[src/rtl/core/vvpu_pkg.sv]
// ============================================================================
// vvpu_pkg
// Shared types, field widths and fixed-point constants of the velocity
// Verlet particle update unit.
// ============================================================================
package vvpu_pkg;

    localparam int unsigned DATA_W   = 32;
    localparam int unsigned MASS_W   = 16;
    localparam int unsigned DT_W     = 15;
    localparam int unsigned CAP_W    = 31;
    localparam int unsigned ENERGY_W = 48;
    localparam int unsigned CMD_W    = 2;
    localparam int unsigned ADDR_W   = 1;

    // Kick quotient: a Q16.16 derivative times a Q4.12 step times the kick
    // constant, shifted right by 32, is at most 35 bits wide.
    localparam int unsigned DIVD_W = 35;
    localparam int unsigned CNT_W  = $clog2(DIVD_W);

    localparam logic [DT_W-1:0]     DT_MAX = 15'd16384;
    // 2.0934e-4 in Q0.32.
    localparam logic [19:0]         KICK_K = 20'd899108;
    // 0.5 / 4.1868e-4 in Q12.12.
    localparam logic [22:0]         KE_K   = 23'd4891564;
    localparam logic [ENERGY_W-1:0] E_MAX  = 48'hFFFF_FFFF_FFFF;

    typedef enum logic [CMD_W-1:0] {
        CMD_KICK_DRIFT = 2'd0,
        CMD_KICK       = 2'd1,
        CMD_ENERGY     = 2'd2,
        CMD_NOP        = 2'd3
    } cmd_t;

    typedef enum logic [ADDR_W-1:0] {
        REG_TIME_STEP = 1'b0,
        REG_VEL_CAP   = 1'b1
    } reg_idx_t;

    typedef enum logic [4:0] {
        ST_IDLE,
        ST_K_MUL_A,
        ST_K_MUL_HI,
        ST_K_MUL_LO,
        ST_K_SUM,
        ST_K_DIV,
        ST_CLAMP,
        ST_D_MUL,
        ST_D_ADD,
        ST_E_SQ,
        ST_E_ACC,
        ST_E_MLO,
        ST_E_MHI,
        ST_E_P,
        ST_E_KH,
        ST_E_KL,
        ST_E_C,
        ST_E_SUM,
        ST_DONE
    } state_t;

    function automatic logic [DATA_W-1:0] mag32(input logic [DATA_W-1:0] v);
        logic [DATA_W-1:0] r;
        r = v[DATA_W-1] ? (~v + 32'd1) : v;
        return r;
    endfunction

endpackage

[src/rtl/core/velocity_verlet_particle_update_unit.sv]
// ============================================================================
// velocity_verlet_particle_update_unit
// Fixed-point velocity Verlet step for one particle per input beat.
// ============================================================================
// Usage:
//   The slave channel takes one particle per beat: mass, position, force
//   derivative and velocity in s_tdata, command and first-of-sum flag in
//   s_tuser. The master channel returns one beat per particle with the new
//   velocity, the new position and the running kinetic energy.
//   Configuration (time step, velocity cap) is written through cfg_wr_en,
//   cfg_addr and cfg_wdata while no particle is in flight.
//   One particle is processed at a time; s_tready is high only while idle.
//   A shared 32x32 multiplier and a one-bit-per-cycle divider do all the
//   arithmetic under a sequencer, and the 35-step mass division dominates.
//   Kick and drift kicks, clamps and drifts each component in turn, and
//   kick only kicks them; energy squares and sums the components; no-op goes
//   to the final step. A new particle can be accepted as m_tvalid rises.
//   The result sits in an output register, so a stalled receiver does not
//   keep the next particle from being accepted; the sequencer only waits
//   at its final step while the previous result is still held.
//   Reset clears the energy sum, sets a 4.0 fs step and the largest cap.
// ============================================================================
module velocity_verlet_particle_update_unit (
    input  logic                                aclk,
    input  logic                                aresetn,
    // mass[15:0], pos_x, pos_y, pos_z, grad_x, grad_y, grad_z,
    // vel_x, vel_y, vel_z (32 bits each, from bit 16 up)
    input  logic [303:0]                        s_tdata,
    // command[1:0], first_of_sum[2]
    input  logic [2:0]                          s_tuser,
    input  logic                                s_tvalid,
    output logic                                s_tready,
    // new_vel_x, new_vel_y, new_vel_z, new_pos_x, new_pos_y, new_pos_z
    // (32 bits each), kinetic_energy[239:192]
    output logic [239:0]                        m_tdata,
    output logic                                m_tvalid,
    input  logic                                m_tready,
    input  logic                                cfg_wr_en,
    input  logic [vvpu_pkg::ADDR_W-1:0]         cfg_addr,
    input  logic [vvpu_pkg::CAP_W-1:0]          cfg_wdata
);

    localparam int unsigned W = vvpu_pkg::DATA_W;

    vvpu_pkg::state_t state_reg, state_next;

    logic [vvpu_pkg::DT_W-1:0]      ts_reg;
    logic [vvpu_pkg::CAP_W-1:0]     cap_reg;
    logic [vvpu_pkg::ENERGY_W-1:0]  energy_reg;

    vvpu_pkg::cmd_t                 cmd_reg;
    logic                           first_reg;
    logic [vvpu_pkg::MASS_W-1:0]    mass_reg;
    logic [W-1:0]                   pos_reg  [3];
    logic [W-1:0]                   grad_reg [3];
    logic [W-1:0]                   vel_reg  [3];
    logic [1:0]                     j_reg;

    logic [25:0]                    alo_reg;
    logic [39:0]                    xhi_reg;
    logic [63:0]                    s_reg;
    logic [47:0]                    plo_reg;
    logic [55:0]                    p_reg;
    logic [54:0]                    chi_reg;
    logic [vvpu_pkg::ENERGY_W-1:0]  c_reg;

    logic [239:0]                   out_reg;
    logic                           out_valid_reg;

    logic [W-1:0]                   mul_a;
    logic [W-1:0]                   mul_b;
    logic [2*W-1:0]                 prod;
    logic                           div_start;
    logic [vvpu_pkg::DIVD_W-1:0]    div_q;
    logic                           div_done;

    logic [vvpu_pkg::DT_W-1:0]      dt;
    logic [W-1:0]                   cur_vel;
    logic [W-1:0]                   cur_pos;
    logic [W-1:0]                   cur_grad;
    logic [50:0]                    kick_x;
    logic [36:0]                    kick_sum;
    logic [W-1:0]                   kick_vel;
    logic signed [W-1:0]            cap_pos;
    logic signed [W-1:0]            cap_neg;
    logic [W-1:0]                   clamp_vel;
    logic [33:0]                    drift_d;
    logic [33:0]                    drift_sum;
    logic [W-1:0]                   drift_pos;
    logic [55:0]                    ke_c;
    logic [vvpu_pkg::ENERGY_W:0]    esum;
    logic                           out_free;
    logic                           s_accept;

    assign dt       = (ts_reg > vvpu_pkg::DT_MAX) ? vvpu_pkg::DT_MAX : ts_reg;
    assign cur_vel  = vel_reg[j_reg];
    assign cur_pos  = pos_reg[j_reg];
    assign cur_grad = grad_reg[j_reg];
    assign out_free = !out_valid_reg || m_tready;
    assign s_accept = s_tvalid && s_tready;

    vvpu_mul u_mul (
        .aclk  (aclk),
        .op_a  (mul_a),
        .op_b  (mul_b),
        .prod  (prod)
    );

    vvpu_div u_div (
        .aclk     (aclk),
        .aresetn  (aresetn),
        .start    (div_start),
        .dividend (kick_x[50:16]),
        .divisor  (mass_reg),
        .quotient (div_q),
        .done     (div_done)
    );

    // ------------------------------------------------------------------
    // Datapath arithmetic around the shared units
    // ------------------------------------------------------------------
    always_comb begin
        // Kick term before the mass division: (hi * K) << 10 plus
        // (lo * K) >> 16, with the final >> 16 taken by the part-select.
        kick_x = {1'b0, xhi_reg, 10'b0} + 51'(prod[45:16]);

        // The kick opposes the derivative.
        if (cur_grad[W-1]) begin
            kick_sum = {{5{cur_vel[W-1]}}, cur_vel} + {2'b0, div_q};
        end else begin
            kick_sum = {{5{cur_vel[W-1]}}, cur_vel} - {2'b0, div_q};
        end
        if (kick_sum[36:31] == 6'b000000 || kick_sum[36:31] == 6'b111111) begin
            kick_vel = kick_sum[W-1:0];
        end else if (kick_sum[36]) begin
            kick_vel = 32'h8000_0000;
        end else begin
            kick_vel = 32'h7FFF_FFFF;
        end

        cap_pos = signed'({1'b0, cap_reg});
        cap_neg = -cap_pos;
        if (signed'(cur_vel) > cap_pos) begin
            clamp_vel = cap_pos;
        end else if (signed'(cur_vel) < cap_neg) begin
            clamp_vel = cap_neg;
        end else begin
            clamp_vel = cur_vel;
        end

        // Drift magnitude truncates toward zero, then takes the sign of v.
        drift_d = {7'b0, prod[46:20]};
        if (cur_vel[W-1]) begin
            drift_d = ~drift_d + 34'd1;
        end
        drift_sum = {{2{cur_pos[W-1]}}, cur_pos} + drift_d;
        if (drift_sum[33:31] == 3'b000 || drift_sum[33:31] == 3'b111) begin
            drift_pos = drift_sum[W-1:0];
        end else if (drift_sum[33]) begin
            drift_pos = 32'h8000_0000;
        end else begin
            drift_pos = 32'h7FFF_FFFF;
        end

        ke_c = {1'b0, chi_reg} + 56'(prod[46:24]);

        esum = {1'b0, (first_reg ? '0 : energy_reg)} + {1'b0, c_reg};
    end

    // ------------------------------------------------------------------
    // Sequencer
    // ------------------------------------------------------------------
    always_ff @(posedge aclk) begin
        if (!aresetn) begin
            state_reg <= vvpu_pkg::ST_IDLE;
        end else begin
            state_reg <= state_next;
        end
    end

    always_comb begin
        state_next = state_reg;
        mul_a      = '0;
        mul_b      = '0;
        div_start  = 1'b0;
        s_tready   = 1'b0;
        case (state_reg)
            vvpu_pkg::ST_IDLE: begin
                s_tready = 1'b1;
                if (s_tvalid) begin
                    case (vvpu_pkg::cmd_t'(s_tuser[1:0]))
                        vvpu_pkg::CMD_KICK_DRIFT,
                        vvpu_pkg::CMD_KICK:   state_next = vvpu_pkg::ST_K_MUL_A;
                        vvpu_pkg::CMD_ENERGY: state_next = vvpu_pkg::ST_E_SQ;
                        default:              state_next = vvpu_pkg::ST_DONE;
                    endcase
                end
            end
            vvpu_pkg::ST_K_MUL_A: begin
                mul_a      = vvpu_pkg::mag32(cur_grad);
                mul_b      = W'(dt);
                state_next = vvpu_pkg::ST_K_MUL_HI;
            end
            vvpu_pkg::ST_K_MUL_HI: begin
                mul_a      = W'(prod[45:26]);
                mul_b      = W'(vvpu_pkg::KICK_K);
                state_next = vvpu_pkg::ST_K_MUL_LO;
            end
            vvpu_pkg::ST_K_MUL_LO: begin
                mul_a      = W'(alo_reg);
                mul_b      = W'(vvpu_pkg::KICK_K);
                state_next = vvpu_pkg::ST_K_SUM;
            end
            vvpu_pkg::ST_K_SUM: begin
                div_start  = 1'b1;
                state_next = vvpu_pkg::ST_K_DIV;
            end
            vvpu_pkg::ST_K_DIV: begin
                if (div_done) begin
                    if (cmd_reg == vvpu_pkg::CMD_KICK_DRIFT) begin
                        state_next = vvpu_pkg::ST_CLAMP;
                    end else if (j_reg == 2'd2) begin
                        state_next = vvpu_pkg::ST_DONE;
                    end else begin
                        state_next = vvpu_pkg::ST_K_MUL_A;
                    end
                end
            end
            vvpu_pkg::ST_CLAMP: begin
                state_next = vvpu_pkg::ST_D_MUL;
            end
            vvpu_pkg::ST_D_MUL: begin
                mul_a      = vvpu_pkg::mag32(cur_vel);
                mul_b      = W'(dt);
                state_next = vvpu_pkg::ST_D_ADD;
            end
            vvpu_pkg::ST_D_ADD: begin
                state_next = (j_reg == 2'd2) ? vvpu_pkg::ST_DONE : vvpu_pkg::ST_K_MUL_A;
            end
            vvpu_pkg::ST_E_SQ: begin
                mul_a      = vvpu_pkg::mag32(cur_vel);
                mul_b      = vvpu_pkg::mag32(cur_vel);
                state_next = vvpu_pkg::ST_E_ACC;
            end
            vvpu_pkg::ST_E_ACC: begin
                state_next = (j_reg == 2'd2) ? vvpu_pkg::ST_E_MLO : vvpu_pkg::ST_E_SQ;
            end
            vvpu_pkg::ST_E_MLO: begin
                mul_a      = s_reg[55:24];
                mul_b      = W'(mass_reg);
                state_next = vvpu_pkg::ST_E_MHI;
            end
            vvpu_pkg::ST_E_MHI: begin
                mul_a      = W'(s_reg[63:56]);
                mul_b      = W'(mass_reg);
                state_next = vvpu_pkg::ST_E_P;
            end
            vvpu_pkg::ST_E_P: begin
                state_next = vvpu_pkg::ST_E_KH;
            end
            vvpu_pkg::ST_E_KH: begin
                mul_a      = p_reg[55:24];
                mul_b      = W'(vvpu_pkg::KE_K);
                state_next = vvpu_pkg::ST_E_KL;
            end
            vvpu_pkg::ST_E_KL: begin
                mul_a      = W'(p_reg[23:0]);
                mul_b      = W'(vvpu_pkg::KE_K);
                state_next = vvpu_pkg::ST_E_C;
            end
            vvpu_pkg::ST_E_C: begin
                state_next = vvpu_pkg::ST_E_SUM;
            end
            vvpu_pkg::ST_E_SUM: begin
                state_next = vvpu_pkg::ST_DONE;
            end
            vvpu_pkg::ST_DONE: begin
                if (out_free) begin
                    state_next = vvpu_pkg::ST_IDLE;
                end
            end
            default: begin
                state_next = vvpu_pkg::ST_IDLE;
            end
        endcase
    end

    // ------------------------------------------------------------------
    // Particle registers and intermediate results
    // ------------------------------------------------------------------
    always_ff @(posedge aclk) begin
        if (s_accept) begin
            cmd_reg     <= vvpu_pkg::cmd_t'(s_tuser[1:0]);
            first_reg   <= s_tuser[2];
            mass_reg    <= (s_tdata[15:0] == '0) ? 16'd1 : s_tdata[15:0];
            pos_reg[0]  <= s_tdata[47:16];
            pos_reg[1]  <= s_tdata[79:48];
            pos_reg[2]  <= s_tdata[111:80];
            grad_reg[0] <= s_tdata[143:112];
            grad_reg[1] <= s_tdata[175:144];
            grad_reg[2] <= s_tdata[207:176];
            vel_reg[0]  <= s_tdata[239:208];
            vel_reg[1]  <= s_tdata[271:240];
            vel_reg[2]  <= s_tdata[303:272];
            j_reg       <= 2'd0;
            s_reg       <= '0;
        end
        case (state_reg)
            vvpu_pkg::ST_K_MUL_HI: alo_reg <= prod[25:0];
            vvpu_pkg::ST_K_MUL_LO: xhi_reg <= prod[39:0];
            vvpu_pkg::ST_K_DIV: begin
                if (div_done) begin
                    vel_reg[j_reg] <= kick_vel;
                    if (cmd_reg != vvpu_pkg::CMD_KICK_DRIFT) begin
                        j_reg <= j_reg + 2'd1;
                    end
                end
            end
            vvpu_pkg::ST_CLAMP: vel_reg[j_reg] <= clamp_vel;
            vvpu_pkg::ST_D_ADD: begin
                pos_reg[j_reg] <= drift_pos;
                j_reg          <= j_reg + 2'd1;
            end
            vvpu_pkg::ST_E_ACC: begin
                s_reg <= s_reg + prod;
                j_reg <= j_reg + 2'd1;
            end
            vvpu_pkg::ST_E_MHI: plo_reg <= prod[47:0];
            vvpu_pkg::ST_E_P:   p_reg   <= {8'b0, plo_reg} + {prod[23:0], 32'b0};
            vvpu_pkg::ST_E_KL:  chi_reg <= prod[54:0];
            vvpu_pkg::ST_E_C: begin
                c_reg <= (ke_c > 56'(vvpu_pkg::E_MAX)) ? vvpu_pkg::E_MAX : ke_c[47:0];
            end
            default: begin
            end
        endcase
    end

    // Running kinetic energy sum, saturating.
    always_ff @(posedge aclk) begin
        if (!aresetn) begin
            energy_reg <= '0;
        end else if (state_reg == vvpu_pkg::ST_E_SUM) begin
            energy_reg <= esum[vvpu_pkg::ENERGY_W] ? vvpu_pkg::E_MAX
                                                   : esum[vvpu_pkg::ENERGY_W-1:0];
        end
    end

    // Configuration registers.
    always_ff @(posedge aclk) begin
        if (!aresetn) begin
            ts_reg  <= vvpu_pkg::DT_MAX;
            cap_reg <= '1;
        end else if (cfg_wr_en) begin
            case (vvpu_pkg::reg_idx_t'(cfg_addr))
                vvpu_pkg::REG_TIME_STEP: ts_reg  <= cfg_wdata[vvpu_pkg::DT_W-1:0];
                vvpu_pkg::REG_VEL_CAP:   cap_reg <= cfg_wdata;
                default: begin
                end
            endcase
        end
    end

    // ------------------------------------------------------------------
    // Output register
    // ------------------------------------------------------------------
    always_ff @(posedge aclk) begin
        if (!aresetn) begin
            out_valid_reg <= 1'b0;
        end else if (state_reg == vvpu_pkg::ST_DONE && out_free) begin
            out_valid_reg <= 1'b1;
        end else if (m_tready) begin
            out_valid_reg <= 1'b0;
        end
    end

    always_ff @(posedge aclk) begin
        if (state_reg == vvpu_pkg::ST_DONE && out_free) begin
            out_reg <= {energy_reg, pos_reg[2], pos_reg[1], pos_reg[0],
                        vel_reg[2], vel_reg[1], vel_reg[0]};
        end
    end

    assign m_tdata  = out_reg;
    assign m_tvalid = out_valid_reg;

endmodule

[src/rtl/core/vvpu_mul.sv]
// ============================================================================
// vvpu_mul
// Shared 32 x 32 unsigned multiplier with a registered product; the result
// of the operands presented in one cycle is available in the next.
// ============================================================================
module vvpu_mul (
    input  logic                            aclk,
    input  logic [vvpu_pkg::DATA_W-1:0]     op_a,
    input  logic [vvpu_pkg::DATA_W-1:0]     op_b,
    output logic [2*vvpu_pkg::DATA_W-1:0]   prod
);

    logic [2*vvpu_pkg::DATA_W-1:0] prod_reg;

    always_ff @(posedge aclk) begin
        prod_reg <= op_a * op_b;
    end

    assign prod = prod_reg;

endmodule

[src/rtl/core/vvpu_div.sv]
// ============================================================================
// vvpu_div
// Restoring unsigned divider, one quotient bit per cycle. The kick magnitude
// is the scaled kick term divided by the particle mass.
// ============================================================================
module vvpu_div (
    input  logic                            aclk,
    input  logic                            aresetn,
    input  logic                            start,
    input  logic [vvpu_pkg::DIVD_W-1:0]     dividend,
    input  logic [vvpu_pkg::MASS_W-1:0]     divisor,
    output logic [vvpu_pkg::DIVD_W-1:0]     quotient,
    output logic                            done
);

    localparam int unsigned DW = vvpu_pkg::DIVD_W;
    localparam int unsigned MW = vvpu_pkg::MASS_W;

    logic [DW-1:0]              quo_reg;
    logic [DW-1:0]              quo_next;
    logic [MW-1:0]              rem_reg;
    logic [MW-1:0]              rem_next;
    logic [MW-1:0]              dsr_reg;
    logic [vvpu_pkg::CNT_W-1:0] cnt_reg;
    logic                       busy_reg;
    logic                       done_reg;
    logic [MW:0]                trial;
    logic                       fits;

    // The dividend shifts out of the top of quo_reg while quotient bits
    // enter at the bottom.
    always_comb begin
        trial    = {rem_reg, quo_reg[DW-1]};
        fits     = trial >= {1'b0, dsr_reg};
        rem_next = fits ? MW'(trial - {1'b0, dsr_reg}) : trial[MW-1:0];
        quo_next = {quo_reg[DW-2:0], fits};
    end

    always_ff @(posedge aclk) begin
        if (!aresetn) begin
            busy_reg <= 1'b0;
            done_reg <= 1'b0;
        end else if (start) begin
            busy_reg <= 1'b1;
            done_reg <= 1'b0;
        end else if (busy_reg) begin
            if (cnt_reg == '0) begin
                busy_reg <= 1'b0;
                done_reg <= 1'b1;
            end
        end else begin
            done_reg <= 1'b0;
        end
    end

    always_ff @(posedge aclk) begin
        if (start) begin
            quo_reg <= dividend;
            rem_reg <= '0;
            dsr_reg <= divisor;
            cnt_reg <= vvpu_pkg::CNT_W'(DW - 1);
        end else if (busy_reg) begin
            quo_reg <= quo_next;
            rem_reg <= rem_next;
            cnt_reg <= cnt_reg - 1'b1;
        end
    end

    assign quotient = quo_reg;
    assign done     = done_reg;

endmodule

[config.mk]
export PLATFORM = sky130hd
export DESIGN_NAME = velocity_verlet_particle_update_unit
export DESIGN_NICKNAME = d
export VERILOG_FILES = /design/src/rtl/core/vvpu_pkg.sv /design/src/rtl/core/velocity_verlet_particle_update_unit.sv /design/src/rtl/core/vvpu_mul.sv /design/src/rtl/core/vvpu_div.sv
export SDC_FILE = /design/constraint.sdc
export NUM_CORES = 2
export LEC_CHECK = 0
export ABC_CLOCK_PERIOD_IN_PS = 26600
export BUFFER_PORTS_ARGS = -buffer_cell sky130_fd_sc_hd__clkbuf_2
export CORE_MARGIN = 3
export CORE_UTILIZATION = 55
export CTS_CLUSTER_DIAMETER = 60
export CTS_CLUSTER_SIZE = 10
export DETAILED_ROUTE_END_ITERATION = 7
export GPL_ROUTABILITY_DRIVEN = 1
export PLACE_DENSITY = 0.73
export SLEW_MARGIN = 10
export SYNTH_ARGS = -nofsm -noshare
export SYNTH_HDL_FRONTEND = slang
export SYNTH_SLANG_ARGS = --single-unit
[constraint.sdc]
create_clock -name aclk -period 26.6 [get_ports aclk]
set_input_delay 2.66 -clock aclk [delete_from_list [all_inputs] [get_ports aclk]]
set_output_delay 2.66 -clock aclk [all_outputs]
set_load 0.005 [all_outputs]
==> summary.md <==
| Metric | Value |
|---|---|
| Post-Synthesis Mean Instance Area | 10.1 sq um |
| Area taken by flip-flops and latches | 33800 sq um |
| Ratio of routed vias to standard cells | 6.11 |
| Die boundary height | 422 um |
| Met2 WL post-DR | 149000 um |
| Dpl hpwl | 251000 um |
| Cell count after synthesis | 9424 |
| Horizontal die dimension | 422 um |
| Largest net degree at the start of global routing | 172 |
| Library cell appearing most often on the critical path | sky130_fd_sc_hd__fa_1 |
| Worst skew pair latency | 790 ps |
| Standard cell core area | 172000 sq um |
| Crit start category | flip-flop |
| Starting density of the core | 55.4% |
| Max FFs per register | 240 |
| Comb pwr share | 59.4% |
| DRC violation total after the first TritonRoute iteration | 8040 |
| Setup clock skew after layout | 52.4 ps |
| Final std cell area, no fill | 106000 sq um |
| Total die area | 178000 sq um |
| Detail Route met3 WL | 36700 um |
| Critical path's largest stage delay | 880 ps |
| Critical Path Slowest Stage Cell | sky130_fd_sc_hd__or3_1 |
| Power per unit of standard cell area | 108 nW/um^2 |
| Critical path start-end classification | flip-flop to flip-flop |
| Antenna violations before repair | 39 |
| Vias in the first global route | 75900 |
| Number of nets in the finished design | 11800 |
| Detailed Routing Iterations Pass 1 | 6 |
| Maximum operating frequency | 72.6 MHz |
| IO buf count | 585 |
| H-tree lvl count | 4 |
| CTS tree | built |
| Warning count from the yosys run | 0 |
| Path type of the worst min-delay path | flip-flop to flip-flop |
| Dpl cell area | 101000 sq um |
| Top flip-flop cell by instance count after synthesis | sky130_fd_sc_hd__edfxtp_1 |
| Max-slew violation total from the final report | 0 |
| Overall track demand over capacity in global routing | 36.6% |
| Result of the run | finished clean |
| Hold bufs inserted after CTS | 0 |
| Number of vias after detailed routing | 75400 |
| Worst VDD drop | 93.2 uV |
| Internal Pwr Total | 0.00574 W |
| Maximum root-to-sink buffer count | 3 |
| Period utilisation layout | 51.8% |
| Data arrival time of the critical path | 14440 ps |
| Worst Hold Slack | 416 ps |
| Combined area of all synthesized cells | 95300 sq um |
| Final total negative setup slack | 0 ps |
| Global-route congestion overflow total | 0 |
| Final count of negative-setup-slack endpoints | 0 |
| Number of fillers in the final layout | 14300 |
| RSZ-0062 raised after global routing | no |
| Highest routing layer actually used | met5 |
| First-pass GRT wire length | 484000 um |
| Worst slew pin tran | 1420 ps |
| Detailed-routing wirelength on met1 | 119000 um |
| Share of final-layout standard cells stronger than drive strength 1 | 12.4% |
| Required time of the critical path | 27270 ps |
| Leak pwr | 46.5 nW |
| Routed wire length | 328000 um |
| Area of the multi-input gates | 55500 sq um |
| Sequential cell fraction of total power | 24.1% |
| Flip-flop and latch count after synthesis | 1189 |
| Count of boundary I/O pins | 586 |
| Post-CTS Setup Inserts | 0 |
| Synth area leaders | sky130_fd_sc_hd__edfxtp_1 (31%), sky130_fd_sc_hd__fa_1 (19%), sky130_fd_sc_hd__ha_1 (7.8%), sky130_fd_sc_hd__inv_1 (4.8%), sky130_fd_sc_hd__nand2_1 (4.4%) |
| Count of distinct cell types in the synthesized netlist | 111 |
| Sw Share | 49.6% |
| Min cycle time layout | 13770 ps |
| Clock Sink Count | 1189 |
| Sequential element share of the synthesized area | 35.5% |
| Standard-cell row count | 152 |
| Clock input transition at the sequential cells of the worst setup and hold paths | 50 ps |
| Normalized max-slew margin | 5.19% |
| Post-synth EDFFs | 999 |
| Post-synthesis cell type with the largest combined area | sky130_fd_sc_hd__edfxtp_1 |
| Number of CTS-inserted buffers | 149 |
| Number of remaining DRC errors | 0 |
| Root buffer cell | sky130_fd_sc_hd__clkbuf_16 |
| Fraction of registers with async set/reset | 0% |
| Routability Congestion | 0.996 |
| Hold violation count in the final report | 0 |
| Top fanout value on the critical path | 45 |
| Part of the total power dissipated in the clock network | 16.6% |
| Switching power | 0.00564 W |
| Final antenna-violating net count | 0 |
| Average wire per standard cell | 26.6 um |
| Maximum capacitance violations | 0 |
| Most frequent cells in the layout | sky130_fd_sc_hd__inv_1 (1206), sky130_fd_sc_hd__nand2_1 (1113), sky130_fd_sc_hd__edfxtp_1 (999), sky130_fd_sc_hd__fa_1 (903), sky130_fd_sc_hd__nor2_1 (890) |
| Crit. End Element | flip-flop |
| Commonest non-fill, non-tap cell in the layout | sky130_fd_sc_hd__inv_1 |
| Area fraction of the dominant cell type after synthesis | 31.5% |
| Total of cells resized after clock tree synthesis | 0 |
| Synthesis-to-layout area growth | 10.8% |
worst max-delay path, delay by kind of cell, from the launching register on:
kind / cells / cell delay, ps
compound gates: 6 / 1570
xor+xnor: 2 / 250
fa+ha+maj: 9 / 4590
buf+inv: 7 / 1640
flops: 1 / 480
mux: 2 / 680
simple gates: 13 / 4360
layer usage:
metal	vias up	GRT usage (%)
met4	14	21.9
met2	4462	57.2
met5	-	0
li1	32700	-
met1	37100	46.4
met3	1091	8.93
stage by stage:
step                instances  utilization, %  power (W)  setup slack, ps
global route            12300            61.4     0.0119            12210
detailed placement      12100            58.8    0.00932            13190
finish                  12300            61.4     0.0114            12830
global placement        12100            58.8    0.00920            13370
CTS                     12300            61.4     0.0112            13110
floorplan                9442               -    0.00715            12410
kinds of logic (layout without fill, tap and decap cells):
group | after synthesis | count (layout) | share of synthesized area, %
AOI/OAI and AO/OA | 1707 | 1707 | 11.4
xor gates and xnor gates | 453 | 453 | 4.18
adders and majority gates | 1494 | 1494 | 26.7
buffers and inverters | 1640 | 2214 | 6.63
DFF | 1189 | 1189 | 35.5
muxes | 188 | 188 | 2.90
other | 2 | 36 | 0.00788
and+or+nand+nor | 2751 | 2751 | 12.7
cells in the mapped netlist, drive strengths merged (70+ instances only):
cell and number:
xor2 186, a21o 197, xnor2 267, nor2b 110
inv 1211, nand3 103, o21ai 510, clkbuf 350
ha 591, buf 79, mux2 70, dfxtp 190
fa 903, nor3 110, nor2 903, nand2 1123
a21oi 454, edfxtp 999
area by class of cell:
cell class | instances | share of cell area, %
multi-input combinational | 6613 | 52.6
sequential | 1189 | 32.0
timing repair buffer | 765 | 4.06
inverter | 1211 | 4.31
clock buffer | 205 | 3.83
tap | 2310 | 2.74
clock inverter | 33 | 0.390
antenna | 16 | 0.0379
power by group through the flow:
| stage | sequential [W] | clock (W) | combinational (W) |
|---|---|---|---|
| 2_1_floorplan | 0.00269 | 0 | 0.00446 |
| 3_3_place_gp | 0.00274 | 0 | 0.00646 |
| 3_5_place_dp | 0.00275 | 0 | 0.00657 |
| 4_1_cts | 0.00272 | 0.00190 | 0.00661 |
| 5_1_grt | 0.00274 | 0.00197 | 0.00722 |
| 6_report | 0.00274 | 0.00189 | 0.00675 |
worst paths after layout:
kind               start              to  slack, ps  cells after the start
max             j_reg[0]  u_mul.prod[57]      12830                     39
min          plo_reg[12]       p_reg[12]        420                      0
max reg2reg     j_reg[0]  u_mul.prod[57]      12830                     39
min reg2reg  plo_reg[12]       p_reg[12]        420                      0
No activity file was read; power rests on OpenSTA's default activity.
